==> config.mk <==
export PLATFORM = sky130hd
export DESIGN_NAME = literal_string_unescaper
export DESIGN_NICKNAME = d
export VERILOG_FILES = /design/src/rtl/core/lsu_pkg.sv /design/src/rtl/core/lsu_decode.sv /design/src/rtl/core/lsu_outq.sv /design/src/rtl/core/literal_string_unescaper.sv
export SDC_FILE = /design/constraint.sdc
export NUM_CORES = 1
export LEC_CHECK = 0
export BUFFER_PORTS_ARGS = -buffer_cell sky130_fd_sc_hd__buf_2
export CORE_MARGIN = 10
export CORE_UTILIZATION = 35
export DETAILED_ROUTE_END_ITERATION = 8
export GPL_ROUTABILITY_DRIVEN = 0
export HOLD_SLACK_MARGIN = 0.06
export PLACE_DENSITY = 0.6
export SLEW_MARGIN = 0
export SYNTH_ARGS = -nofsm -noshare
export SYNTH_HDL_FRONTEND = slang
export SYNTH_HIERARCHICAL = 1
export SYNTH_SLANG_ARGS = --single-unit
export TNS_END_PERCENT = 5
==> constraint.sdc <==
create_clock -name i_clk -period 4.4 [get_ports i_clk]
set_input_delay 0.44 -clock i_clk [delete_from_list [all_inputs] [get_ports i_clk]]
set_output_delay 0.44 -clock i_clk [all_outputs]
set_load 0.02 [all_outputs]
==> src/rtl/core/lsu_pkg.sv <==
// Shared types and constants for the literal string unescaper.
// No dependencies; imported by every module of the block.
package lsu_pkg;

    localparam logic [7:0] CH_BSLASH = 8'h5C;
    localparam logic [7:0] CH_OPEN   = 8'h28;
    localparam logic [7:0] CH_CLOSE  = 8'h29;
    localparam logic [7:0] CH_LC_N   = 8'h6E;
    localparam logic [7:0] CH_LC_R   = 8'h72;
    localparam logic [7:0] CH_LC_B   = 8'h62;
    localparam logic [7:0] CH_LF     = 8'h0A;
    localparam logic [7:0] CH_CR     = 8'h0D;
    localparam logic [7:0] CH_BS     = 8'h08;
    localparam logic [4:0] OCT_HI    = 5'b00110;   // '0'..'7' share these upper bits

    localparam logic [1:0] OCT_IDLE  = 2'd0;
    localparam logic [1:0] OCT_LAST  = 2'd2;       // two digits held, next one closes

    localparam int Q_DEPTH = 4;
    localparam int Q_PTR_W = 2;
    localparam int Q_CNT_W = 3;
    localparam logic [Q_CNT_W-1:0] Q_ROOM2 = 3'd2; // count at or below this leaves room for two

    typedef struct packed {
        logic [7:0] data;
        logic       str_end;
        logic       last;
    } t_result;

    typedef struct packed {
        logic [1:0] n;
        t_result    r0;
        t_result    r1;
    } t_push;

    typedef struct packed {
        logic [Q_CNT_W-1:0] count;
        logic               room;
    } t_q_status;

endpackage

==> src/rtl/core/lsu_decode.sv <==
// Input register, escape/nesting state and the single-pass byte decoder.
// Depends on lsu_pkg; produces up to two results per request for lsu_outq.
module lsu_decode
    import lsu_pkg::*;
#(
    parameter int DEPTH_BITS = 8
) (
    input  logic        i_clk,
    input  logic        i_rst_n,
    input  logic        i_in_valid,
    output logic        o_in_ready,
    input  logic [7:0]  i_in_byte,
    input  logic        i_room,
    output t_push       o_push
);

    logic                  r_in_valid;
    logic [7:0]            r_in_byte;
    logic                  r_esc;
    logic [1:0]            r_ocnt;
    logic [8:0]            r_oval;
    logic [DEPTH_BITS-1:0] r_depth;

    logic                  n_esc;
    logic [1:0]            n_ocnt;
    logic [8:0]            n_oval;
    logic [DEPTH_BITS-1:0] n_depth;

    logic                  fire;
    logic                  is_oct;
    logic                  fresh_go;
    logic                  fr_emit;
    logic [7:0]            fr_data;
    logic                  fr_end;
    logic [8:0]            oval_sh;
    logic [1:0]            cnt;
    t_result               res0;
    t_result               res1;

    assign fire       = r_in_valid && i_room;
    assign o_in_ready = !r_in_valid || i_room;
    assign is_oct     = (r_in_byte[7:3] == OCT_HI);
    assign oval_sh    = {r_oval[5:0], r_in_byte[2:0]};

    always_comb begin
        n_esc    = r_esc;
        n_ocnt   = r_ocnt;
        n_oval   = r_oval;
        n_depth  = r_depth;
        cnt      = 2'd0;
        res0     = '0;
        res1     = '0;
        fresh_go = 1'b1;
        fr_emit  = 1'b0;
        fr_data  = r_in_byte;
        fr_end   = 1'b0;

        if (r_ocnt != OCT_IDLE) begin
            if (is_oct) begin
                fresh_go = 1'b0;
                if (r_ocnt == OCT_LAST) begin
                    res0.data = oval_sh[7:0];
                    cnt       = 2'd1;
                    n_ocnt    = OCT_IDLE;
                    n_oval    = '0;
                end else begin
                    n_ocnt = r_ocnt + 2'd1;
                    n_oval = oval_sh;
                end
            end else begin
                // cut-short octal escape: flush digits, then treat byte as new
                res0.data = r_oval[7:0];
                cnt       = 2'd1;
                n_ocnt    = OCT_IDLE;
                n_oval    = '0;
            end
        end

        if (fresh_go) begin
            if (r_esc) begin
                n_esc   = 1'b0;
                fr_emit = 1'b1;
                case (r_in_byte)
                    CH_LC_N: fr_data = CH_LF;
                    CH_LC_R: fr_data = CH_CR;
                    CH_LC_B: fr_data = CH_BS;
                    default: begin
                        if (is_oct) begin
                            fr_emit = 1'b0;
                            n_ocnt  = 2'd1;
                            n_oval  = {6'd0, r_in_byte[2:0]};
                        end
                    end
                endcase
            end else begin
                case (r_in_byte)
                    CH_BSLASH: n_esc = 1'b1;
                    CH_OPEN: begin
                        fr_emit = 1'b1;
                        if (!(&r_depth))
                            n_depth = r_depth + DEPTH_BITS'(1);
                    end
                    CH_CLOSE: begin
                        fr_emit = 1'b1;
                        if (r_depth == '0) begin
                            fr_end  = 1'b1;
                            fr_data = 8'd0;
                            n_esc   = 1'b0;
                            n_ocnt  = OCT_IDLE;
                            n_oval  = '0;
                        end else begin
                            n_depth = r_depth - DEPTH_BITS'(1);
                        end
                    end
                    default: fr_emit = 1'b1;
                endcase
            end

            if (fr_emit) begin
                if (cnt == 2'd0) begin
                    res0.data    = fr_data;
                    res0.str_end = fr_end;
                end else begin
                    res1.data    = fr_data;
                    res1.str_end = fr_end;
                end
                cnt = cnt + 2'd1;
            end
        end

        if (cnt == 2'd1) res0.last = 1'b1;
        if (cnt == 2'd2) res1.last = 1'b1;
    end

    assign o_push.n  = fire ? cnt : 2'd0;
    assign o_push.r0 = res0;
    assign o_push.r1 = res1;

    always_ff @(posedge i_clk) begin
        if (!i_rst_n) begin
            r_in_valid <= 1'b0;
            r_esc      <= 1'b0;
            r_ocnt     <= OCT_IDLE;
            r_oval     <= '0;
            r_depth    <= '0;
        end else begin
            if (o_in_ready)
                r_in_valid <= i_in_valid;
            if (fire) begin
                r_esc   <= n_esc;
                r_ocnt  <= n_ocnt;
                r_oval  <= n_oval;
                r_depth <= n_depth;
            end
        end
    end

    always_ff @(posedge i_clk) begin
        if (o_in_ready && i_in_valid)
            r_in_byte <= i_in_byte;
    end

endmodule

==> src/rtl/core/lsu_outq.sv <==
// Four-entry result queue: takes up to two results per cycle, gives one.
// Depends on lsu_pkg; feeds the output channel of the top level.
module lsu_outq
    import lsu_pkg::*;
(
    input  logic      i_clk,
    input  logic      i_rst_n,
    input  t_push     i_push,
    input  logic      i_pop,
    output t_result   o_head,
    output t_q_status o_status
);

    t_result            r_mem [Q_DEPTH];
    logic [Q_PTR_W-1:0] r_wp;
    logic [Q_PTR_W-1:0] r_rp;
    logic [Q_CNT_W-1:0] r_count;
    logic [Q_CNT_W-1:0] n_count;
    logic [Q_PTR_W-1:0] wp_next;

    assign wp_next = r_wp + Q_PTR_W'(1);
    assign n_count = r_count + Q_CNT_W'(i_push.n) - Q_CNT_W'(i_pop);

    always_ff @(posedge i_clk) begin
        if (!i_rst_n) begin
            r_wp    <= '0;
            r_rp    <= '0;
            r_count <= '0;
        end else begin
            r_wp    <= r_wp + Q_PTR_W'(i_push.n);
            if (i_pop)
                r_rp <= r_rp + Q_PTR_W'(1);
            r_count <= n_count;
        end
    end

    always_ff @(posedge i_clk) begin
        if (i_push.n != 2'd0)
            r_mem[r_wp] <= i_push.r0;
        if (i_push.n == 2'd2)
            r_mem[wp_next] <= i_push.r1;
    end

    assign o_head         = r_mem[r_rp];
    assign o_status.count = r_count;
    assign o_status.room  = (r_count <= Q_ROOM2);

endmodule

==> src/rtl/core/literal_string_unescaper.sv <==
// Top level of the literal string unescaper.
// Depends on lsu_pkg, lsu_decode and lsu_outq.
//
// Usage:
//   Input channel (i_in_valid / o_in_ready / i_in_byte) takes the body bytes
//   of a literal string, one per request, starting after the opening paren.
//   Output channel (o_out_valid / i_out_ready) gives one unescaped byte per
//   request. o_string_end marks the closing paren at depth zero (o_out_byte
//   is zero then); o_last flags the final result caused by an input byte.
//   A byte is registered, decoded in one pass and written to a four-entry
//   result queue that feeds the output. Throughput: one byte per cycle
//   while the receiver is ready and each byte gives at most one result; a
//   byte that flushes a cut-short octal escape gives two results, and the
//   single-result output port sets the rate.
//   Input is taken while the queue has room for two results, so a waiting
//   result never blocks the decoder by itself.
//   Reset (synchronous, active low) clears escape, octal and depth state and
//   empties the queue. When the receiver stalls the queue fills, then
//   o_in_ready drops; nothing is lost or repeated.
module literal_string_unescaper
    import lsu_pkg::*;
#(
    parameter int DEPTH_BITS = 8
) (
    input  logic       i_clk,
    input  logic       i_rst_n,
    input  logic       i_in_valid,
    output logic       o_in_ready,
    input  logic [7:0] i_in_byte,
    output logic       o_out_valid,
    input  logic       i_out_ready,
    output logic [7:0] o_out_byte,
    output logic       o_string_end,
    output logic       o_last
);

    t_push     push;
    t_result   head;
    t_q_status qst;
    logic      pop;

    lsu_decode #(
        .DEPTH_BITS (DEPTH_BITS)
    ) u_decode (
        .i_clk      (i_clk),
        .i_rst_n    (i_rst_n),
        .i_in_valid (i_in_valid),
        .o_in_ready (o_in_ready),
        .i_in_byte  (i_in_byte),
        .i_room     (qst.room),
        .o_push     (push)
    );

    lsu_outq u_outq (
        .i_clk    (i_clk),
        .i_rst_n  (i_rst_n),
        .i_push   (push),
        .i_pop    (pop),
        .o_head   (head),
        .o_status (qst)
    );

    assign o_out_valid  = (qst.count != '0);
    assign pop          = o_out_valid && i_out_ready;
    assign o_out_byte   = head.data;
    assign o_string_end = head.str_end;
    assign o_last       = head.last;

    a_q_bound: assert property (@(posedge i_clk) disable iff (!i_rst_n)
        qst.count <= Q_CNT_W'(Q_DEPTH))
        else $error("result queue overflow");

    a_push_room: assert property (@(posedge i_clk) disable iff (!i_rst_n)
        (push.n != 2'd0) |-> qst.room)
        else $error("push without room in result queue");

    a_end_zero: assert property (@(posedge i_clk) disable iff (!i_rst_n)
        (o_out_valid && o_string_end) |-> (o_out_byte == 8'd0 && o_last))
        else $error("string end result carries data or is not last");

    a_count_step: assert property (@(posedge i_clk) disable iff (!i_rst_n)
        (push.n == 2'd0 && !pop) |=> $stable(qst.count))
        else $error("queue count moved without push or pop");

endmodule

==> impl_metrics.csv, run 1 <==
group,metric,value,unit
pwr,vdd_drop_max,192,uV
min_path,worstHoldEndpoint,"u_decode/r_in_byte[2]",
layout,final_util,40.2,%
setup_path,worstPathRequired,4.48,ns
clock_network,cts.sink_count,77,
setup_path,endpoint_kind,"register",
floorplan,die_h,132,um
synthesis,synthCells,373,
synthesis,async_flop_share,0,%
routing,met1Wirelength,4.67,mm
routing,wirelength,9.67,mm
global_routing,grt-ovfl-total,0,
routing,drt.antenna.violating_nets,0,
timing,post-route-period-util,86.0,%
setup_path,crit_buf_inv,1,
clock_network,htree_levels,3,
synthesis,synth_area_per_cell,11.8,um^2
placed_design,io_buffers,23,
layout,final_common_cell,"edfxtp_1",
routing,via_per_inst,5.44,
timing,tightestPinTransition,0.973,ns
routing,dr.pass1.iters,6,
setup_path,cpPeakStageDelay,0.70,ns
layout,area_growth,11.2,%
timing,relSlewSlack,34.9,%
setup_path,path_depth,9,
routing,met2_length,4.36,mm
timing,setup_tns,0,ns
min_path,hp-start,"i_in_byte[2]",
setup_path,crit_path_cell_trace,"or4b_2, nor3_1, a21oi_1, ha_1, a21oi_1, nor3_1, buf_4, nand4b_1, mux2_4",
setup_path,cp.arrival,3.87,ns
timing,rsz0062_at_grt,"no",
setup_path,ff2ff_path_depth,9,
global_routing,grt_pass1_vias,2932,
routing,routed.top_layer,"met4",
min_path,hold_class,"in2reg",
setup_path,r2r_end,"u_outq/r_mem[0][2]",
placed_design,hpwl,6.97,mm
floorplan,die_w,132,um
pwr,p_per_area,398,nW/um^2
clock_network,postCtsSetupBuffers,0,
clock_network,clock_latency,0.33,ns
clock_network,clk_pin_slew,0.06,ns
synthesis,ys_seq_elements,77,
clock_network,hold_buffers,0,
global_routing,grt_antenna_before_repair,0,
setup_path,r2r-start,"u_decode/r_in_byte[5]",
setup_path,r2r_setup_slack,0.61,ns
clock_network,cts_tree,"yes",
synthesis,syn_area,4400,um^2
routing,post-route-drc-count,0,
layout,antennaDiodeCount,0,
floorplan,fp-row-count,40,
min_path,hold_depth,1,
setup_path,cp_max_fo,11,
setup_path,worst-setup-path-type,"reg2reg",
synthesis,synth_edf_count,48,
layout,fin_nets,406,
setup_path,critPathTopFamily,"simple AND/OR/NAND/NOR gates",
synthesis,ys_seq_area_share,45.9,%
synthesis,syn-num-nets,392,
run_status,status,"completed",
setup_path,startpoint_type,"register",
layout,final_cell_mix,"edfxtp_1 (48), nor2_1 (35), dfxtp_1 (29), buf_2 (23)",
floorplan,start_util,36.2,%
timing,slew_violations,0,
layout,drive_gt1_share,23.7,%
timing,skew,0.00771,ns
global_routing,grt_use_total,11.1,%
clock_network,cts_made_buffers,9,
timing,fin_crit,3.79,ns
routing,routedWlPerCell,17.3,um
synthesis,synth_warnings,6,
routing,drt_iter0_markers,402,
floorplan,coreArea,12200,um^2
synthesis,synth_ff_type,"edfxtp_1",
run,maxCapViolations,0,
timing,max_freq,264,MHz
pwr,leakage,1.73,nW
global_routing,grt_pass1_wl,15.7,mm
floorplan,die_area,17500,um^2
layout,n_fill_cell,1157,
synthesis,synth_cell_type_count,71,
routing,num_vias,3045,
floorplan,io_pins,24,
timing,setup_viol_count_final,0,
timing,hold_viol,0,
clock_network,cts_root_buf,"clkbuf_16",
global_routing,grt_start_max_net_pins,22,
routing,routed-wl-met3,462,um
clock_network,cts_resized,0,
clock_network,cts_buffer_depth,2,
setup_path,crit_slowest_cell,"nand4b_1",
[power by group]
| group | leakage (nW) | total [W] | switching (W) | internal (W) |
|---|---|---|---|---|
| Clock | 0.130 | 0.000662 | 0.000280 | 0.000383 |
| Combinational | 0.930 | 0.000390 | 0.000195 | 0.000196 |
| Sequential | 0.669 | 0.000896 | 0.0000689 | 0.000827 |
[per-stage QoR]
step	instances	worst slack [ns]	total power, W	hold slack, ns	area (um^2)
CTS	560	0.636	0.00198	0.268	4890
global placement	544	0.757	0.00130	0.484	4620
global route	560	0.366	0.00205	0.270	4890
floorplan	373	0.415	0.00119	0.467	4400
finish	560	0.614	0.00195	0.284	4890
detailed placement	544	0.645	0.00131	0.491	4620
[per-layer routing]
layer,global-route usage [%],vias to the layer above
li1,-,1467
met1,15.1,1472
met2,16.5,88
met3,2.82,18
met4,3.77,0
met5,0,-
[worst register-to-register path, cell delays in order (launching register included)]
cell and delay, ns:
edfxtp_1 0.47, or4b_2 0.66, nor3_1 0.32, a21oi_1 0.12, ha_1 0.35, a21oi_1 0.12
nor3_1 0.06, buf_4 0.19, nand4b_1 0.70, mux2_4 0.54
[cell families (layout without fill, tap and decap cells)]
logic type / count (synthesis) / count (layout) / synth area share, %
muxes: 55 / 55 / 18.0
DFF: 77 / 77 / 45.9
buffers and inverters: 37 / 56 / 4.29
xor gates and xnor gates: 5 / 5 / 1.65
AOI/OAI and AO/OA: 72 / 72 / 11.6
adders and majority gates: 7 / 7 / 2.16
and+or+nand+nor: 120 / 120 / 16.3
[how the worst max path moves through the flow]
| stage | from | slack (ns) | end |
|---|---|---|---|
| 2_1_floorplan | u_decode/r_esc | 0.41 | u_outq/r_mem[0][0] |
| 3_3_place_gp | u_decode/r_in_byte[1] | 0.76 | u_outq/r_mem[0][8] |
| 3_5_place_dp | u_decode/r_in_byte[5] | 0.64 | u_outq/r_mem[0][2] |
| 4_1_cts | u_decode/r_in_byte[5] | 0.64 | u_outq/r_mem[0][6] |
| 5_1_grt | u_decode/r_in_byte[5] | 0.37 | u_outq/r_mem[0][6] |
| 6_report | u_decode/r_in_byte[5] | 0.61 | u_outq/r_mem[0][2] |
[Yosys cell counts (6+ instances only)]
master / count / area (um^2)
nand2_1: 14 / 52.6
a21oi_1: 18 / 90.1
mux2_4: 18 / 270
mux4_2: 10 / 225
mux2_1: 15 / 169
and2_1: 7 / 43.8
mux2_2: 7 / 78.8
ha_1: 6 / 75.1
inv_1: 11 / 41.3
or4_1: 7 / 52.6
edfxtp_1: 48 / 1440
nor2_1: 35 / 131
o21ai_0: 10 / 50.1
dfxtp_1: 29 / 581
clkbuf_1: 14 / 52.6
[sequential cells by signal, indices dropped and copies added (netlist names), named ones only]
name	cells
u_outq/r_wp	2
u_decode/r_in_valid	1
u_outq/r_count	3
u_decode/r_esc	1
u_decode/r_in_byte	8
u_decode/r_depth	8
u_outq/r_mem	40
u_outq/r_rp	2
u_decode/r_ocnt	2
u_decode/r_oval	8
[layout make-up]
cell class	instances	area (um^2)	area share, %
Inverter	11	41.3	0.844
Clock inverter	5	36.3	0.742
Clock buffer	11	233	4.76
Sequential cell	77	2020	41.3
Timing Repair Buffer	29	160	3.27
Multi-Input combinational cell	259	2190	44.8
Tap cell	168	210	4.30
No activity file was read; power rests on OpenSTA's default activity.
==> inputs of run 2 (changes only) <==
--- a/config.mk
+++ b/config.mk
@@ -5,13 +5,14 @@
 export SDC_FILE = /design/constraint.sdc
 export NUM_CORES = 1
 export LEC_CHECK = 0
+export ABC_AREA = 1
 export BUFFER_PORTS_ARGS = -buffer_cell sky130_fd_sc_hd__buf_2
 export CORE_MARGIN = 10
 export CORE_UTILIZATION = 35
 export DETAILED_ROUTE_END_ITERATION = 8
 export GPL_ROUTABILITY_DRIVEN = 0
 export HOLD_SLACK_MARGIN = 0.06
-export PLACE_DENSITY = 0.6
+export PLACE_DENSITY = 0.59
 export SLEW_MARGIN = 0
 export SYNTH_ARGS = -nofsm -noshare
 export SYNTH_HDL_FRONTEND = slang
==> impl_metrics.csv, run 2 <==
group,metric,value,unit
run_status,status,"completed",
synthesis,post-synth-top-count-cell,"nand2_1",
clock_network,cts_made_buffers,9,
pwr,leakage,2.16,nW
synthesis,synth_ff_type,"edfxtp_1",
clock_network,hold_buffers,0,
timing,post-route-period-util,80.6,%
layout,drive_gt1_share,17.3,%
clock_network,cts_buffer_depth,2,
pwr,total_power,0.00229,W
setup_path,worstPathRequired,4.36,ns
clock_network,cts_resized,0,
min_path,hp-start,"i_in_byte[0]",
timing,hold_viol,0,
global_routing,grt-ovfl-total,0,
global_routing,grt_pass1_vias,3911,
clock_network,clk_pin_slew,0.06,ns
placed_design,placed_cells,779,
timing,tightestPinTransition,1.19,ns
floorplan,coreArea,13200,um^2
global_routing,grt_pass1_wl,19.4,mm
global_routing,grt_start_max_net_pins,41,
synthesis,synth_area_per_cell,7.90,um^2
synthesis,synth_cell_type_count,42,
layout,final_cell_mix,"nand2_1 (137), inv_1 (90), edfxtp_1 (48), a21oi_1 (44), nor2_1 (39)",
synthesis,synthCells,594,
routing,drt.antenna.violating_nets,0,
routing,dr.pass1.iters,7,
placed_design,hpwl,8.89,mm
setup_path,r2r_setup_slack,0.85,ns
synthesis,synth_warnings,6,
synthesis,async_flop_share,0,%
synthesis,synth_top_cell_area_share,30.7,%
floorplan,fp-row-count,42,
synthesis,syn-num-nets,613,
synthesis,syn_area,4690,um^2
pwr,p_per_area,439,nW/um^2
layout,largest_reg_flops,40,
timing,rsz0062_at_grt,"no",
timing,setup_tns,0,ns
synthesis,synth_edf_count,48,
clock_network,cts_tree,"yes",
synthesis,synthTopCellsByCount,"nand2_1 (137), inv_1 (90), edfxtp_1 (48)",
timing,setup_viol_count_final,0,
setup_path,cp.arrival,3.51,ns
synthesis,ys_seq_elements,77,
layout,final_common_cell,"nand2_1",
placed_design,io_buffers,23,
synthesis,yosys-top-cells-area,"edfxtp_1 (31%), dfxtp_1 (12%), nand2_1 (11%)",
pwr,vdd_drop_max,150,uV
setup_path,cp_max_fo,21,
clock_network,cts_root_buf,"clkbuf_16",
floorplan,die_w,136,um
layout,antennaDiodeCount,0,
routing,via_per_inst,5.02,
routing,post-route-drc-count,0,
routing,num_vias,3987,
clock_network,postCtsSetupBuffers,0,
layout,area_growth,11.0,%
global_routing,grt_antenna_before_repair,0,
clock_network,htree_levels,3,
timing,holdWs,0.276,ns
min_path,hold_class,"in2reg",
floorplan,die_h,136,um
layout,largest-register,"u_outq/r_mem",
routing,drt_iter0_markers,261,
routing,wirelength,11.8,mm
synthesis,ys_seq_area_share,43.1,%
setup_path,r2r-start,"u_decode/r_in_byte[7]",
setup_path,startpoint_type,"register",
timing,fin_crit,3.55,ns
setup_path,startpoint,"u_decode/r_in_byte[7]",
clock_network,clock_latency,0.34,ns
synthesis,yosysTopAreaCell,"edfxtp_1",
global_routing,grt_use_total,13.3,%
timing,slew_violations,0,
floorplan,die_area,18400,um^2
floorplan,io_pins,24,
setup_path,endpoint_kind,"register",
layout,fin_nets,633,
floorplan,start_util,35.6,%
timing,skew,0.00495,ns
clock_network,cts.sink_count,77,
run,maxCapViolations,0,
layout,fin_cells,795,
timing,max_freq,282,MHz
routing,routedWlPerCell,14.9,um
timing,relSlewSlack,20.8,%
layout,n_fill_cell,1331,
setup_path,worst-setup-path-type,"reg2reg",
## run 2: power by group
part	internal [W]	switching [W]	total, W
Sequential	0.000860	0.0000807	0.000941
Clock	0.000432	0.000282	0.000715
Combinational	0.000210	0.000420	0.000630
Total	0.00150	0.000783	0.00229
## run 2: final cells by class
cell class              count  area [um^2]  share of cell area, %
clock buffers              10          229                   4.40
clock inverters             6         53.8                   1.03
repair buffers             26          138                   2.64
flip-flops and latches     77         2020                   38.8
inverters                  99          372                   7.14
multi-input cells         401         2170                   41.7
well taps                 176          220                   4.23
## run 2: worst max-delay path: stages (launching register included)
cell and delay (ns):
edfxtp_1 0.42, inv_2 0.11, nand2_1 0.08, nor3_1 0.20
inv_1 0.07, nor4_1 0.32, nor2_1 0.15, ha_1 0.33
o21ai_0 0.23, nor2_1 0.15, nor2_4 0.21, nand2_2 0.30
o21ai_1 0.58
## run 2: cells by family (layout without fill, tap and decap cells)
group / Yosys count / count (layout) / synth area share (%)
AND/OR/NAND/NOR: 234 / 234 / 22.3
AO/OA/AOI/OAI: 157 / 157 / 21.4
buffers and inverters: 116 / 141 / 10.6
flip-flops: 77 / 77 / 43.1
adder cells (fa/ha/maj): 7 / 7 / 2.03
XOR/XNOR: 3 / 3 / 0.560
## run 2: metrics by stage
stage          cell area [um^2]  util [%]  setup slack (ns)
4_1_cts                    5210      39.5             0.615
6_report                   5210      39.5             0.855
3_5_place_dp               4920      37.3             0.625
2_1_floorplan              4690         -              1.16
5_1_grt                    5210      39.5             0.424
3_3_place_gp               4920      37.3             0.730
## run 2: path summary, 6_finish.rpt
check / to / depth (start not counted)
max: u_outq/r_mem[3][0] / 12
min: u_decode/r_in_byte[0] / 1
max reg2reg: u_outq/r_mem[3][0] / 12
min reg2reg: u_decode/r_oval[7] / 2
## run 2: layer usage
metal	track usage (%)	wire length (um)
met1	15.5	5210
met2	23.2	5950
met3	3.49	568
met4	4.31	112
met5	0	0
==> inputs of run 3 (changes only) <==
--- a/config.mk
+++ b/config.mk
@@ -5,14 +5,14 @@
 export SDC_FILE = /design/constraint.sdc
 export NUM_CORES = 1
 export LEC_CHECK = 0
-export ABC_AREA = 1
+export ABC_AREA = 0
 export BUFFER_PORTS_ARGS = -buffer_cell sky130_fd_sc_hd__buf_2
 export CORE_MARGIN = 10
 export CORE_UTILIZATION = 35
 export DETAILED_ROUTE_END_ITERATION = 8
 export GPL_ROUTABILITY_DRIVEN = 0
 export HOLD_SLACK_MARGIN = 0.06
-export PLACE_DENSITY = 0.59
+export PLACE_DENSITY = 0.6
 export SLEW_MARGIN = 0
 export SYNTH_ARGS = -nofsm -noshare
 export SYNTH_HDL_FRONTEND = slang
==> constraint.sdc (replaced) <==
create_clock -name i_clk -period 3.4 [get_ports i_clk]
set_input_delay 0.34 -clock i_clk [delete_from_list [all_inputs] [get_ports i_clk]]
set_output_delay 0.34 -clock i_clk [all_outputs]
set_load 0.02 [all_outputs]
==> impl_metrics.csv, run 3 (synthesis results as in run 1) <==
group,metric,value,unit
run_status,status,"completed",
clock_network,hold_buffers,0,
clock_network,cts_resized,0,
clock_network,cts_root_buf,"clkbuf_16",
min_path,hp-start,"i_in_byte[6]",
pwr,p_per_area,519,nW/um^2
clock_network,htree_levels,3,
timing,rsz0062_at_grt,"no",
floorplan,start_util,36.2,%
floorplan,fp-row-count,40,
timing,hold_viol,0,
routing,num_vias,3134,
floorplan,die_w,132,um
timing,holdWs,0.177,ns
setup_path,worstPathRequired,3.49,ns
pwr,seqPwrFrac,43.9,%
setup_path,ff2ff_path_depth,10,
clock_network,cts_tree,"yes",
setup_path,crit_buf_inv,2,
setup_path,r2r_setup_slack,0.20,ns
timing,slew_violations,0,
timing,tightestPinTransition,0.713,ns
setup_path,critPathTopFamily,"simple AND/OR/NAND/NOR gates",
timing,setup_tns,0,ns
pwr,comb_power_share,20.4,%
setup_path,crit_path_cell_trace,"or4b_2, nor3_2, a21oi_1, ha_1, a21oi_1, nor3_2, buf_4, nor4bb_2, buf_4, mux2_2",
global_routing,grt-ovfl-total,0,
clock_network,cts_made_buffers,9,
timing,setup_viol_count_final,0,
routing,drt.antenna.violating_nets,0,
setup_path,worst-setup-path-type,"reg2reg",
layout,final_cell_mix,"edfxtp_1 (48), nor2_1 (34), dfxtp_1 (29), buf_2 (23), buf_4 (20)",
placed_design,placed_cells,559,
layout,drive_gt1_share,27.8,%
clock_network,cts_buffer_depth,2,
floorplan,die_h,132,um
setup_path,cp_max_fo,10,
pwr,switchingPower,0.000727,W
layout,area_growth,15.2,%
layout,fin_nets,421,
routing,dr.pass1.iters,6,
routing,routedWlPerCell,17.4,um
timing,max_freq,312,MHz
clock_network,clock_latency,0.34,ns
min_path,hold_depth,1,
pwr,switching_share,27.7,%
setup_path,startpoint_type,"register",
timing,skew,0.00428,ns
clock_network,postCtsSetupBuffers,0,
placed_design,io_buffers,23,
layout,final_util,41.7,%
floorplan,io_pins,24,
layout,largest_reg_flops,40,
routing,wirelength,10.0,mm
global_routing,grt_use_total,11.6,%
setup_path,r2r-start,"u_decode/r_in_byte[5]",
setup_path,cp.arrival,3.29,ns
global_routing,grt_antenna_before_repair,0,
setup_path,crit_slowest_cell,"or4b_2",
layout,antennaDiodeCount,0,
min_path,hold_class,"in2reg",
placed_design,hpwl,7.08,mm
timing,post-route-period-util,94.1,%
routing,post-route-drc-count,0,
min_path,worstHoldEndpoint,"u_decode/r_in_byte[6]",
pwr,clock_power_share,35.7,%
global_routing,grt_pass1_wl,16.6,mm
layout,fin_cells,575,
layout,largest-register,"u_outq/r_mem",
clock_network,clk_pin_slew,0.06,ns
layout,final_common_cell,"edfxtp_1",
layout,stdcell_area,5070,um^2
clock_network,cts.sink_count,77,
routing,via_per_inst,5.45,
setup_path,cpPeakStageDelay,0.65,ns
timing,relSlewSlack,52.4,%
floorplan,coreArea,12200,um^2
timing,fin_crit,3.20,ns
pwr,leakage,1.82,nW
pwr,p_int,0.00190,W
global_routing,grt_pass1_vias,3211,
placed_design,place_area,4760,um^2
routing,drt_iter0_markers,296,
setup_path,r2r_end,"u_outq/r_mem[3][6]",
global_routing,grt_start_max_net_pins,22,
run,maxCapViolations,0,
setup_path,endpoint_kind,"register",
floorplan,die_area,17500,um^2
pwr,vdd_drop_max,228,uV
## run 3: cell types whose count changed in the layout (fill, tap and decap cells not counted), moves of 8 or more
| cell | change |
|---|---|
| inv_2 | -8 |
| nand2_1 | -123 |
| nand3_1 | -20 |
| mux2_1 | +15 |
| nand2_2 | -8 |
| mux2_4 | +18 |
| inv_1 | -79 |
| o21ai_0 | -25 |
| o21ai_1 | -10 |
| a21oi_1 | -26 |
| buf_4 | +17 |
| o21ai_2 | -35 |
| mux4_2 | +10 |
## run 3: how the worst max path moves through the flow
| stage | startpoint | endpoint | slack, ns | depth (start not counted) |
|---|---|---|---|---|
| CTS | u_decode/r_in_byte[5] | u_outq/r_mem[0][7] | 0.06 | 8 |
| finish | u_decode/r_in_byte[5] | u_outq/r_mem[3][6] | 0.20 | 10 |
| global placement | u_decode/r_in_byte[5] | u_outq/r_mem[0][8] | 0.16 | 8 |
| floorplan | u_decode/r_esc | u_outq/r_mem[3][0] | 0.01 | 9 |
| detailed placement | u_decode/r_in_byte[5] | u_outq/r_mem[0][2] | 0.07 | 8 |
| global route | u_decode/r_in_byte[5] | u_outq/r_mem[3][6] | 0.04 | 10 |
## run 3: layer usage
metal  wire, um  vias to the layer above  global-route usage (%)
met2       4440                       98                    16.7
met5          0                        -                       0
met4        301                        0                    5.93
met3        540                       26                    3.70
met1       4720                     1522                    15.1
li1           -                     1488                       -
## run 3: metrics by stage
stage | setup WS [ns] | power, W
6_report | 0.199 | 0.00263
5_1_grt | 0.0428 | 0.00276
4_1_cts | 0.0569 | 0.00266
3_5_place_dp | 0.0696 | 0.00171
3_3_place_gp | 0.157 | 0.00169
2_1_floorplan | 0.0117 | 0.00155
## run 3: cell type report
type / count / area (um^2)
fillers: 1157 / 7090
multi-input cells: 259 / 2220
flip-flops and latches: 77 / 2020
repair buffers: 44 / 285
clock buffers: 10 / 229
well taps: 168 / 210
clock inverters: 6 / 62.6
inverters: 11 / 41.3
## run 3: power groups by stage
| stage | registers (W) | logic (W) | clock network, W |
|---|---|---|---|
| floorplan | 0.00112 | 0.000427 | 0 |
| global placement | 0.00117 | 0.000523 | 0 |
| detailed placement | 0.00117 | 0.000536 | 0 |
| CTS | 0.00116 | 0.000538 | 0.000967 |
| global route | 0.00117 | 0.000584 | 0.00100 |
| finish | 0.00115 | 0.000535 | 0.000939 |
